## src/hdl/tssm_pkg.sv

```systemverilog
`timescale 1ns / 1ps
`default_nettype none
// ----------------------------------------------------------------------------
// tssm_pkg: shared types and constants for the two-stack memory
// Sizes, command and status codes, sequencer states and the memory request.
// ----------------------------------------------------------------------------
package tssm_pkg;

    // Words in the shared memory; both stacks live in it
    localparam int DEPTH  = 16;
    localparam int ADDR_W = (DEPTH > 1) ? $clog2(DEPTH) : 1;
    localparam int CNT_W  = $clog2(DEPTH + 1);
    localparam int DATA_W = 32;
    localparam int CMD_W  = 3;
    localparam int STAT_W = 2;

    typedef enum logic [CMD_W-1:0] {
        CMD_PUSH_ONE = 3'd0,
        CMD_PUSH_TWO = 3'd1,
        CMD_POP_ONE  = 3'd2,
        CMD_POP_TWO  = 3'd3,
        CMD_LIST_ONE = 3'd4,
        CMD_LIST_TWO = 3'd5
    } t_cmd;

    typedef enum logic [STAT_W-1:0] {
        ST_OK    = 2'd0,
        ST_OVER  = 2'd1,
        ST_UNDER = 2'd2
    } t_status;

    typedef enum logic {
        S_IDLE,
        S_EMIT
    } t_state;

    typedef struct packed {
        logic              we;
        logic              re;
        logic [ADDR_W-1:0] addr;
        logic [DATA_W-1:0] wdata;
    } t_mem_req;

endpackage
`default_nettype wire

```

## src/hdl/tssm_if.sv

```systemverilog
`timescale 1ns / 1ps
`default_nettype none
// ----------------------------------------------------------------------------
// tssm_if: command and response channels
// Valid/ready channels; a beat moves when valid and ready are both high.
// ----------------------------------------------------------------------------
interface tssm_cmd_if import tssm_pkg::*; ();
    logic                     valid;
    logic                     ready;
    logic [CMD_W-1:0]         cmd;
    logic signed [DATA_W-1:0] data_value;

    modport source (output valid, cmd, data_value, input ready);
    modport sink   (input valid, cmd, data_value, output ready);
endinterface

interface tssm_rsp_if import tssm_pkg::*; ();
    logic                     valid;
    logic                     ready;
    logic signed [DATA_W-1:0] value;
    logic [STAT_W-1:0]        status;
    logic                     last;

    modport source (output valid, value, status, last, input ready);
    modport sink   (input valid, value, status, last, output ready);
endinterface
`default_nettype wire

```

## src/hdl/tssm_ram.sv

```systemverilog
`timescale 1ns / 1ps
`default_nettype none
// ----------------------------------------------------------------------------
// tssm_ram: simple dual-port synchronous RAM
// One write port, one read port, read data registered.
// ----------------------------------------------------------------------------
module tssm_ram #(
    parameter int WORDS  = 16,
    parameter int ADDR_W = 4,
    parameter int DATA_W = 32
) (
    input  wire logic              i_clk,
    input  wire logic              i_we,
    input  wire logic [ADDR_W-1:0] i_waddr,
    input  wire logic [DATA_W-1:0] i_wdata,
    input  wire logic              i_re,
    input  wire logic [ADDR_W-1:0] i_raddr,
    output logic      [DATA_W-1:0] o_rdata
);

    logic [DATA_W-1:0] mem [WORDS];

    // Write port
    always_ff @(posedge i_clk) begin
        if (i_we) begin
            mem[i_waddr] <= i_wdata;
        end
    end

    // Read port; data holds until the next read
    always_ff @(posedge i_clk) begin
        if (i_re) begin
            o_rdata <= mem[i_raddr];
        end
    end

endmodule
`default_nettype wire

```

## src/hdl/tssm_ctrl.sv

```systemverilog
`timescale 1ns / 1ps
`default_nettype none
// ----------------------------------------------------------------------------
// tssm_ctrl: command sequencer for the two stacks
// Keeps both stack counts, drives the shared memory and the response register.
// ----------------------------------------------------------------------------
module tssm_ctrl import tssm_pkg::*; (
    input  wire logic              i_clk,
    input  wire logic              i_rst_n,
    tssm_cmd_if.sink               i_cmd,
    tssm_rsp_if.source             o_rsp,
    output t_mem_req               o_mem,
    input  wire logic [DATA_W-1:0] i_rd_data
);

    t_state            r_state, n_state;
    logic [CNT_W-1:0]  r_cnt_one, n_cnt_one;
    logic [CNT_W-1:0]  r_cnt_two, n_cnt_two;
    logic [ADDR_W-1:0] r_ptr, n_ptr;
    logic [ADDR_W-1:0] r_end, n_end;
    logic              r_up, n_up;

    logic              r_out_valid;
    logic [DATA_W-1:0] r_out_value, n_out_value;
    t_status           r_out_status, n_out_status;
    logic              r_out_last, n_out_last;
    logic              out_load;

    logic              out_free;
    logic              cmd_fire;
    logic              full;
    logic              one_empty, two_empty;
    logic              start_emit;
    logic              at_end;
    logic [CNT_W:0]    fill_sum;
    logic [CNT_W-1:0]  top_one, top_two, push_two;
    t_cmd              cmd_code;

    // Shared decode
    assign out_free  = !r_out_valid || o_rsp.ready;
    assign i_cmd.ready = (r_state == S_IDLE) && out_free;
    assign cmd_fire  = i_cmd.valid && i_cmd.ready;
    assign cmd_code  = t_cmd'(i_cmd.cmd);
    assign fill_sum  = {1'b0, r_cnt_one} + {1'b0, r_cnt_two};
    assign full      = fill_sum >= (CNT_W + 1)'(DEPTH);
    assign one_empty = (r_cnt_one == '0);
    assign two_empty = (r_cnt_two == '0);
    assign top_one   = r_cnt_one - CNT_W'(1);
    assign top_two   = CNT_W'(DEPTH) - r_cnt_two;
    assign push_two  = CNT_W'(DEPTH - 1) - r_cnt_two;
    assign at_end    = (r_ptr == r_end);

    // Commands that read the memory and stream words out
    always_comb begin
        start_emit = 1'b0;
        if (cmd_fire) begin
            if ((cmd_code == CMD_POP_ONE || cmd_code == CMD_LIST_ONE) && !one_empty) begin
                start_emit = 1'b1;
            end
            if ((cmd_code == CMD_POP_TWO || cmd_code == CMD_LIST_TWO) && !two_empty) begin
                start_emit = 1'b1;
            end
        end
    end

    // Next state
    always_comb begin
        n_state = r_state;
        unique case (r_state)
            S_IDLE: begin
                if (start_emit) begin
                    n_state = S_EMIT;
                end
            end
            S_EMIT: begin
                if (out_free && at_end) begin
                    n_state = S_IDLE;
                end
            end
            default: n_state = S_IDLE;
        endcase
    end

    // Memory, counts, pointer and response load
    always_comb begin
        n_cnt_one    = r_cnt_one;
        n_cnt_two    = r_cnt_two;
        n_ptr        = r_ptr;
        n_end        = r_end;
        n_up         = r_up;
        out_load     = 1'b0;
        n_out_value  = '0;
        n_out_status = ST_OK;
        n_out_last   = 1'b1;
        o_mem.we     = 1'b0;
        o_mem.re     = 1'b0;
        o_mem.addr   = '0;
        o_mem.wdata  = i_cmd.data_value;
        unique case (r_state)
            S_IDLE: begin
                if (cmd_fire) begin
                    unique case (cmd_code)
                        CMD_PUSH_ONE: begin
                            out_load = 1'b1;
                            if (full) begin
                                n_out_status = ST_OVER;
                            end else begin
                                o_mem.we   = 1'b1;
                                o_mem.addr = r_cnt_one[ADDR_W-1:0];
                                n_cnt_one  = r_cnt_one + CNT_W'(1);
                            end
                        end
                        CMD_PUSH_TWO: begin
                            out_load = 1'b1;
                            if (full) begin
                                n_out_status = ST_OVER;
                            end else begin
                                o_mem.we   = 1'b1;
                                o_mem.addr = push_two[ADDR_W-1:0];
                                n_cnt_two  = r_cnt_two + CNT_W'(1);
                            end
                        end
                        CMD_POP_ONE, CMD_LIST_ONE: begin
                            if (one_empty) begin
                                out_load     = 1'b1;
                                n_out_status = ST_UNDER;
                            end else begin
                                o_mem.re   = 1'b1;
                                o_mem.addr = top_one[ADDR_W-1:0];
                                n_ptr      = top_one[ADDR_W-1:0];
                                n_up       = 1'b0;
                                if (cmd_code == CMD_POP_ONE) begin
                                    n_end     = top_one[ADDR_W-1:0];
                                    n_cnt_one = top_one;
                                end else begin
                                    n_end = '0;
                                end
                            end
                        end
                        CMD_POP_TWO, CMD_LIST_TWO: begin
                            if (two_empty) begin
                                out_load     = 1'b1;
                                n_out_status = ST_UNDER;
                            end else begin
                                o_mem.re   = 1'b1;
                                o_mem.addr = top_two[ADDR_W-1:0];
                                n_ptr      = top_two[ADDR_W-1:0];
                                n_up       = 1'b1;
                                if (cmd_code == CMD_POP_TWO) begin
                                    n_end     = top_two[ADDR_W-1:0];
                                    n_cnt_two = r_cnt_two - CNT_W'(1);
                                end else begin
                                    n_end = ADDR_W'(DEPTH - 1);
                                end
                            end
                        end
                        default: ;  // unused codes: drop the beat
                    endcase
                end
            end
            S_EMIT: begin
                if (out_free) begin
                    out_load    = 1'b1;
                    n_out_value = i_rd_data;
                    n_out_last  = at_end;
                    // Advance to the next word and fetch it
                    if (!at_end) begin
                        n_ptr      = r_up ? (r_ptr + ADDR_W'(1)) : (r_ptr - ADDR_W'(1));
                        o_mem.re   = 1'b1;
                        o_mem.addr = n_ptr;
                    end
                end
            end
            default: ;
        endcase
    end

    // Control registers
    always_ff @(posedge i_clk) begin
        if (!i_rst_n) begin
            r_state     <= S_IDLE;
            r_cnt_one   <= '0;
            r_cnt_two   <= '0;
            r_out_valid <= 1'b0;
        end else begin
            r_state   <= n_state;
            r_cnt_one <= n_cnt_one;
            r_cnt_two <= n_cnt_two;
            if (out_load) begin
                r_out_valid <= 1'b1;
            end else if (o_rsp.ready) begin
                r_out_valid <= 1'b0;
            end
        end
    end

    // Payload registers
    always_ff @(posedge i_clk) begin
        r_ptr <= n_ptr;
        r_end <= n_end;
        r_up  <= n_up;
        if (out_load) begin
            r_out_value  <= n_out_value;
            r_out_status <= n_out_status;
            r_out_last   <= n_out_last;
        end
    end

    assign o_rsp.valid  = r_out_valid;
    assign o_rsp.value  = r_out_value;
    assign o_rsp.status = r_out_status;
    assign o_rsp.last   = r_out_last;

endmodule
`default_nettype wire

```

## src/hdl/two_stacks_shared_memory.sv

```systemverilog
`timescale 1ns / 1ps
`default_nettype none
// ----------------------------------------------------------------------------
// two_stacks_shared_memory: two LIFO stacks in one shared memory
// Stack one grows up from word 0, stack two grows down from the top word.
// ----------------------------------------------------------------------------
// A push answers ok or overflow in one response beat. A pop reads the
// memory, whose read data is registered, and answers with the word or
// underflow. A list command streams one word per cycle from the top while
// the response channel is not stalled, the final beat marked by last; an
// empty stack gives one underflow beat. Commands are taken one at a time;
// the single memory read port sets the streaming rate. The memory needs no
// clearing after reset, so commands are taken at once.
// ----------------------------------------------------------------------------
module two_stacks_shared_memory import tssm_pkg::*; (
    input  wire logic  i_clk,
    input  wire logic  i_rst_n,
    tssm_cmd_if.sink   i_cmd,
    tssm_rsp_if.source o_rsp
);

    t_mem_req          mem_req;
    logic [DATA_W-1:0] rd_data;

    // Sequencer
    tssm_ctrl u_ctrl (
        .i_clk     (i_clk),
        .i_rst_n   (i_rst_n),
        .i_cmd     (i_cmd),
        .o_rsp     (o_rsp),
        .o_mem     (mem_req),
        .i_rd_data (rd_data)
    );

    // Shared stack memory
    tssm_ram #(
        .WORDS  (DEPTH),
        .ADDR_W (ADDR_W),
        .DATA_W (DATA_W)
    ) u_ram (
        .i_clk   (i_clk),
        .i_we    (mem_req.we),
        .i_waddr (mem_req.addr),
        .i_wdata (mem_req.wdata),
        .i_re    (mem_req.re),
        .i_raddr (mem_req.addr),
        .o_rdata (rd_data)
    );

endmodule
`default_nettype wire

```

## src/flat_wrapper.sv

```systemverilog
// flat-port wrapper written by rule: the top's interface ports become plain ports
module two_stacks_shared_memory_flat import tssm_pkg::*;
  (i_clk, i_rst_n, i_cmd_valid, i_cmd_cmd, i_cmd_data_value, i_cmd_ready, o_rsp_valid, o_rsp_value, o_rsp_status, o_rsp_last, o_rsp_ready);
  tssm_cmd_if i_cmd_i ();
  tssm_rsp_if o_rsp_i ();
  input  wire logic i_clk;
  input  wire logic i_rst_n;
  input wire logic [$bits(i_cmd_i.valid)-1:0] i_cmd_valid;
  input wire logic [$bits(i_cmd_i.cmd)-1:0] i_cmd_cmd;
  input wire logic [$bits(i_cmd_i.data_value)-1:0] i_cmd_data_value;
  output wire logic [$bits(i_cmd_i.ready)-1:0] i_cmd_ready;
  output wire logic [$bits(o_rsp_i.valid)-1:0] o_rsp_valid;
  output wire logic [$bits(o_rsp_i.value)-1:0] o_rsp_value;
  output wire logic [$bits(o_rsp_i.status)-1:0] o_rsp_status;
  output wire logic [$bits(o_rsp_i.last)-1:0] o_rsp_last;
  input wire logic [$bits(o_rsp_i.ready)-1:0] o_rsp_ready;
  assign i_cmd_i.valid = i_cmd_valid;
  assign i_cmd_i.cmd = i_cmd_cmd;
  assign i_cmd_i.data_value = i_cmd_data_value;
  assign i_cmd_ready = i_cmd_i.ready;
  assign o_rsp_valid = o_rsp_i.valid;
  assign o_rsp_value = o_rsp_i.value;
  assign o_rsp_status = o_rsp_i.status;
  assign o_rsp_last = o_rsp_i.last;
  assign o_rsp_i.ready = o_rsp_ready;
  two_stacks_shared_memory u_core (.i_clk(i_clk), .i_rst_n(i_rst_n), .i_cmd(i_cmd_i), .o_rsp(o_rsp_i));
endmodule
```

## config.mk

```make
export PLATFORM = sky130hd
export DESIGN_NAME = two_stacks_shared_memory_flat
export DESIGN_NICKNAME = d
export VERILOG_FILES = /design/src/hdl/tssm_pkg.sv /design/src/hdl/tssm_if.sv /design/src/hdl/tssm_ram.sv /design/src/hdl/tssm_ctrl.sv /design/src/hdl/two_stacks_shared_memory.sv /design/src/flat_wrapper.sv
export SDC_FILE = /design/constraint.sdc
export NUM_CORES = 1
export LEC_CHECK = 0
export BUFFER_PORTS_ARGS = -buffer_cell sky130_fd_sc_hd__buf_4
export CORE_ASPECT_RATIO = 0.75
export CORE_MARGIN = 1
export CORE_UTILIZATION = 45
export DETAILED_ROUTE_END_ITERATION = 10
export PLACE_DENSITY = 0.63
export SYNTH_ARGS = -nofsm -noshare
export SYNTH_HDL_FRONTEND = slang
export SYNTH_SLANG_ARGS = --single-unit
```

## constraint.sdc

```tcl
create_clock -name i_clk -period 6.1 [get_ports i_clk]
set_clock_uncertainty 0.05 [all_clocks]
set_input_delay 0 -clock i_clk [delete_from_list [all_inputs] [get_ports i_clk]]
set_output_delay 0 -clock i_clk [all_outputs]
set_load 0.05 [all_outputs]
```

Yosys cells after proc, flatten, opt, wreduce, memory -nomap -nowiden

Memory sizes are Yosys's and may differ from the RTL's. A register that Yosys moved wholly into a read port is not among the register bits.
Cells that the tools add are included.

Bitwise logic cells: 2
Eq/ne operators: 18
$lt $le $gt $ge: 1
Mux-type cells: 57
Reduce and logical (&&, ||, !) cells: 27
$add $sub $neg: 9

Operators by type and width:

| cell                                                                  | count |
|---|---|
| 5-bit two-way mux                                                     | 10 |
| 4-bit two-way mux                                                     | 12 |
| 5-bit one-hot mux with 2 select lines                                 | 3 |
| 4-bit one-hot mux with 2 select lines                                 | 3 |
| 1-bit two-way mux                                                     | 19 |
| 6-bit AND reduction                                                   | 3 |
| 2-bit inequality test, second input constant                          | 8 |
| 4-bit one-hot mux with 4 select lines                                 | 1 |
| 5-bit by 1-bit adder with 5-bit output, second input constant         | 2 |
| 5-bit zero test                                                       | 2 |
| 5-bit by 1-bit subtractor with 5-bit output, second input constant    | 2 |
| 1-bit one-hot mux with 2 select lines                                 | 4 |
| 2-bit nonzero test                                                    | 4 |
| 2-bit OR reduction                                                    | 4 |
| 5-bit by 5-bit adder with 6-bit output                                | 1 |
| 3-bit by 2-bit == test with 1-bit output, second input constant       | 2 |
| 3-bit == test, second input constant                                  | 2 |
| 6-bit by 5-bit >= comparator with 1-bit output, second input constant | 1 |
| 6-bit two-way mux                                                     | 1 |
| 3-bit inequality test, second input constant                          | 2 |
| 2-bit one-hot mux with 3 select lines                                 | 1 |
| 1-bit logical AND                                                     | 5 |
| 5-bit AND reduction                                                   | 1 |
| 4-bit by 1-bit adder with 4-bit output, second input constant         | 1 |
| other kinds (14)                                                      | 20 |

Bits of input ports: 39
Memories kept: 1
Register bits: 56
Memory bits (writable): 512
Output and inout bits: 37

Memories:

| memory           | depth | bits a word | rd ports | clocked after Yosys merged registers in | wr ports | line           | text |
|---|---|---|---|---|---|---|---|
| u_core.u_ram.mem | 16    | 32          | 1        | 1                                       | 1        | tssm_ram.sv:21 | `logic [DATA_W-1:0] mem [WORDS];` |

Longest topological paths before layout

Depth after elaboration: 8
Depth in mapped cells: 14
Mapped depth without buffers: 10

By module

Synthesis repeated with hierarchy kept, for this count alone.

Cells, all modules: 1160
Area, all modules: 23572.6 µm²

Modules (own cells, without submodules):

| module    | cells each | instances | area an instance (µm²) |
|---|---|---|---|
| tssm_ram  | 838        | 1         | 20155.6 |
| tssm_ctrl | 322        | 1         | 3417.0 |

Least setup slack after synthesis

Ideal clock, no wire load.

Path type: reg-to-reg
Start point: register u_core.u_ctrl.r_cnt_two[0]
End point: memory u_core.u_ram.mem[13][0], enable pin
Arrival: 3.973 ns
Stages on the path, launching flop included: 15
Path buffers: 5
Clock period less this slack: 4.444 ns
Setup slack: 1.656 ns
Path through: dfxtp_1 -> clkbuf_1 -> inv_1 -> ha_1 -> or4b_1 -> clkbuf_1 -> a32oi_1 -> a21oi_2 -> or2_2 -> clkbuf_1 -> buf_2 -> buf_2 -> nor2_1 -> nand2_1 -> nor2_1

Elaborated cells on any way between the ends: 16

RTL lines:

| item                                  | line             | text |
|---|---|---|
| from (decl)                           | tssm_ctrl.sv:18  | `logic [CNT_W-1:0] r_cnt_two, n_cnt_two;` |
| from (signal assigned)                | tssm_ctrl.sv:188 | `r_cnt_two <= n_cnt_two;` |
| 4-bit subtractor                      | tssm_ctrl.sv:50  | `assign push_two = CNT_W'(DEPTH - 1) - r_cnt_two;` |
| named net u_core.u_ctrl.push_two[0]   | tssm_ctrl.sv:36  | `logic [CNT_W-1:0] top_one, top_two, push_two;` |
| 4-bit two-way mux                     | tssm_ctrl.sv:115 | `if (full) begin` |
| 4-bit one-hot mux with 4 select lines | tssm_ctrl.sv:102 | `unique case (cmd_code)` |
| 6-bit two-way mux                     | tssm_ctrl.sv:101 | `if (cmd_fire) begin` |
| 5-bit one-hot mux with 2 select lines | tssm_ctrl.sv:99  | `unique case (r_state)` |
| to (decl)                             | tssm_ram.sv:21   |  |

The timed path passes the listed nets, and every way through them passes these cells.

Worst setup path after layout

Start point: register u_core.u_ctrl.r_ptr[0]
End point: memory u_core.u_ram.mem[11][8], enable pin

Word-level cells in the longest chain between the ends: 5
Elaborated cells on any way between the ends: 7

RTL lines:

| item                                                                                                  | line             | text |
|---|---|---|
| from (decl)                                                                                           | tssm_ctrl.sv:19  | `logic [ADDR_W-1:0] r_ptr, n_ptr;` |
| from (signal assigned)                                                                                | tssm_ctrl.sv:199 | `r_ptr <= n_ptr;` |
| 4-bit by 1-bit subtractor with 4-bit output or 4-bit by 1-bit adder with 4-bit output (tied branches) | tssm_ctrl.sv:168 | `n_ptr = r_up ? (r_ptr + ADDR_W'(1)) : (r_ptr - ADDR_W'(1));` |
| 4-bit two-way mux                                                                                     | tssm_ctrl.sv:168 |  |
| 5-bit two-way mux *                                                                                   | tssm_ctrl.sv:167 | `if (!at_end) begin` |
| 5-bit two-way mux *                                                                                   | tssm_ctrl.sv:162 | `if (out_free) begin` |
| 5-bit one-hot mux with 2 select lines *                                                               | tssm_ctrl.sv:99  |  |

Mark *: on every way between the ends. The rest lies on a longest branch, timed or not.

==> qor.txt <==
total number of vias: 15200
synth warn: 0
Slew headroom: 13.0%
Comb pwr share: 8.9%
worst reg2reg path endpoint: u_core.u_ram.mem[11][8]$_DFFE_PP_
vias in the first global route: 14400
Layout Nets: 1813
final critical-path share of the clock period: 75.7%
Area growth syn-to-layout: 14.5%
Worst setup EP type: flip-flop
final setup fails: 0
clock buffer count from CTS: 57
placed insts: 2371
Pre-antenna DRT Iters: 5
clk slew on worst S/H paths: 0.06 ns
die area: 55200 um2
Setup crit start kind: flip-flop
Worst Path Arrival: 4.85 ns
switching share of power: 23.7%
setup bufs post-CTS: 0
Syn Inst Count: 1684
crit path capture: u_core.u_ram.mem[11][8]$_DFFE_PP_
post-synthesis sequential area ratio: 73.3%
Die Wd: 271 um
internal power: 6.74 mW
Initial Util: 45.9%
final non-filler cell total: 2517
Leakage: 9.50 nW
Max rail drop VDD: 0.000214 V
switching power: 2.09 mW
Critical Path Source: u_core.u_ctrl.r_ptr[0]$_DFFE_PP_
RSZ-0062 raised after global routing: false
Sink Count: 600
post-synthesis async set-or-reset flop share: 0%
worst-margin pin slew: 1.30 ns
Diodes inserted: 0
Routed wire per std cell: 24.5 um
syn nets: 1738
pin count of the biggest net entering global routing: 193
Post-synth EDFFs: 588
Critical Path Fanout Max: 34
post-cts resize count: 0
Fillers: 4314
cell accounting for the most synthesized area: edfxtp_1
Synth area leaders: edfxtp_1 (72%), nand3_1 (3.3%), o21ai_0 (2.8%), mux2i_1 (2.7%), a221o_1 (2.6%)
die height: 204 um
DRC violations left: 0
synthesized area: 24400 um2
Multi-input gate area: 5970 um2
fin. max-slew vios: 0
DR vias/cell: 6.04
Synth Flop Type: edfxtp_1
Yosys top cell area share: 72.3%
Synth cell types: 53
initial antenna violation count: 0
Min Clock Period, post-route: 4.62 ns
f_max: 0.216 GHz
reg2reg setup slack: 1.48 ns
metal2 WL: 27600 um
total track usage: 22.1%
H-tree Lvls: 2
Worst Reg2Reg Path Length in Cells: 8
Fin Setup TNS: 0 ns
Mean Syn Cell Area: 14.5 um2
WL met1: 28100 um
total of max-cap violations: 0
status: finished clean
CTS tree: built
Reg2Reg Launch Point: u_core.u_ctrl.r_ptr[0]$_DFFE_PP_
Hold Vio Cnt, Final: 0
first-pass GRT wire length: 92000 um
RePlAce Congestion: 0.867
share of cells above drive strength 1: 12.8%
core area: 53200 um2
pwr dens: 316 nW/um2
Critical Path RT: 6.33 ns
Hold Buf Count CTS: 40
Yosys reg bits: 600
Reg power frac: 52.5%
# rows: 73
Final ANT Viol Nets: 0
Worst Hold Class: in -> reg
DP HPWL: 33300 um
Clk pwr share: 38.6%
critical path class: reg -> reg
Register Area: 17900 um2
Iter 0 DRT Violations: 1804
Routed WL: 61700 um
WL met3: 4710 um
Clock Tree Root: clkbuf_16
highest routed metal layer: met4
Clock Tree Buf Depth: 3
Top Ports: 76
GRT overflow: 0
clk_lat worst skew: 0.62 ns
number of port buffers: 75
cells in the final DEF (no fill, tap or decap), types with 6 or more instances in the layout:
master and count:
a311oi_1 32, and2_1 7, edfxtp_1 588, o21ai_0 137, nor2_1 26, a32oi_1 34, ha_1 13, o211ai_1 32
a21oi_1 115, nor2_4 21, clkbuf_16 57, clkinv_2 16, clkinv_1 13, dlygate4sd3_1 40, a221o_1 64, and3_1 32
clkbuf_1 8, inv_1 45, nand2_1 80, nand3_1 162, nor3_1 6, dfxtp_1 12, xnor2_1 15, mux2i_1 65
buf_4 108
through the flow:
stage / instance area (um2) / hold WS, ns / total power, mW / utilization, % / worst slack [ns]
global route: 27900 / 0.130 / 9.10 / 52.5 / 1.22
detailed placement: 25800 / 0.276 / 5.49 / 48.4 / 1.49
global placement: 25800 / 0.255 / 5.48 / 48.4 / 1.52
CTS: 27900 / 0.0416 / 8.89 / 52.4 / 1.47
floorplan: 24400 / 0.0489 / 5.20 / - / 1.66
finish: 27900 / 0.0830 / 8.83 / 52.5 / 1.48
metal layers:
metal	vias to the layer above	track usage [%]
met5	-	0
met4	0	6.19
met3	83	3.17
met2	669	33.2
met1	7684	33.5
li1	6756	-
power by group through the flow:
stage | clock (mW) | sequential, mW | combinational [mW]
after floorplan | 0 | 4.82 | 0.388
after global placement | 0 | 4.72 | 0.756
after detailed placement | 0 | 4.73 | 0.766
after CTS | 3.46 | 4.64 | 0.789
after global routing | 3.61 | 4.64 | 0.844
final | 3.40 | 4.64 | 0.789
flip-flops by register name, summed over array words and instances (netlist names):
| signal | flops |
|---|---|
| u_core.u_ctrl.r_end | 4 |
| u_core.u_ctrl.r_cnt_one | 5 |
| u_core.u_ctrl.o_rsp.last | 1 |
| u_core.u_ctrl.o_rsp.value | 32 |
| u_core.u_ctrl.r_cnt_two | 5 |
| u_core.u_ram.mem | 512 |
| u_core.u_ctrl.r_up | 1 |
| u_core.u_ram.o_rdata | 32 |
| u_core.u_ctrl.o_rsp.valid | 1 |
| u_core.u_ctrl.o_rsp.status | 2 |
| u_core.u_ctrl.r_ptr | 4 |
| u_core.u_ctrl.r_state | 1 |
worst min path at each step:
stage                              start                                           to  slack [ns]  cells after the start
floorplan            i_cmd_data_value[0]             u_core.u_ram.mem[0][0]$_DFFE_PP_        0.05                      0
detailed placement  i_cmd_data_value[29]           u_core.u_ram.mem[11][29]$_DFFE_PP_        0.28                      1
CTS                          i_cmd_valid  u_core.u_ctrl.o_rsp.status[0]$_SDFFCE_PP0P_        0.04                      4
global placement    i_cmd_data_value[21]           u_core.u_ram.mem[15][21]$_DFFE_PP_        0.26                      1
finish                       i_cmd_valid  u_core.u_ctrl.o_rsp.status[0]$_SDFFCE_PP0P_        0.08                      4
global route                 i_cmd_valid  u_core.u_ctrl.o_rsp.status[0]$_SDFFCE_PP0P_        0.13                      4
area by class of cell:
| type | count | share of cell area (%) |
|---|---|---|
| clock buffers | 65 | 5.21 |
| repair buffers | 150 | 4.48 |
| clock inverters | 40 | 1.10 |
| well taps | 712 | 3.19 |
| inverters | 46 | 0.627 |
| flip-flops and latches | 600 | 64.0 |
| multi-input cells | 904 | 21.4 |
synth_stat cells, types with 6 or more instances:
| cell type | instances |
|---|---|
| a21oi_1 | 115 |
| a221o_1 | 64 |
| a311oi_1 | 32 |
| a32oi_1 | 34 |
| and2_1 | 7 |
| and3_1 | 32 |
| buf_2 | 25 |
| clkbuf_1 | 93 |
| dfxtp_1 | 12 |
| edfxtp_1 | 588 |
| ha_1 | 13 |
| inv_1 | 45 |
| mux2i_1 | 65 |
| nand2_1 | 83 |
| nand3_1 | 163 |
| nor2_1 | 46 |
| nor3_1 | 6 |
| o211ai_1 | 32 |
| o21ai_0 | 138 |
| xnor2_1 | 15 |
logic make-up after synthesis:
group	Yosys count	share of synthesized area, %
XOR/XNOR	21	0.830
AO/OA/AOI/OAI	438	11.9
AND/OR/NAND/NOR	365	7.27
buffers and inverters	180	3.20
flip-flops	600	73.3
adder cells (fa/ha/maj)	15	0.830
multiplexers	65	2.66
critical path, cell delays in order, from the launching register on:
cell	delay (ns)
edfxtp_1	0.49
inv_1	0.15
fa_1	0.56
nor2_4	0.91
nor2_4	0.47
nor2_1	0.27
nand2_1	0.26
nor2_4	0.68
buf_4	0.41
Power figures use the tool's default switching activity.
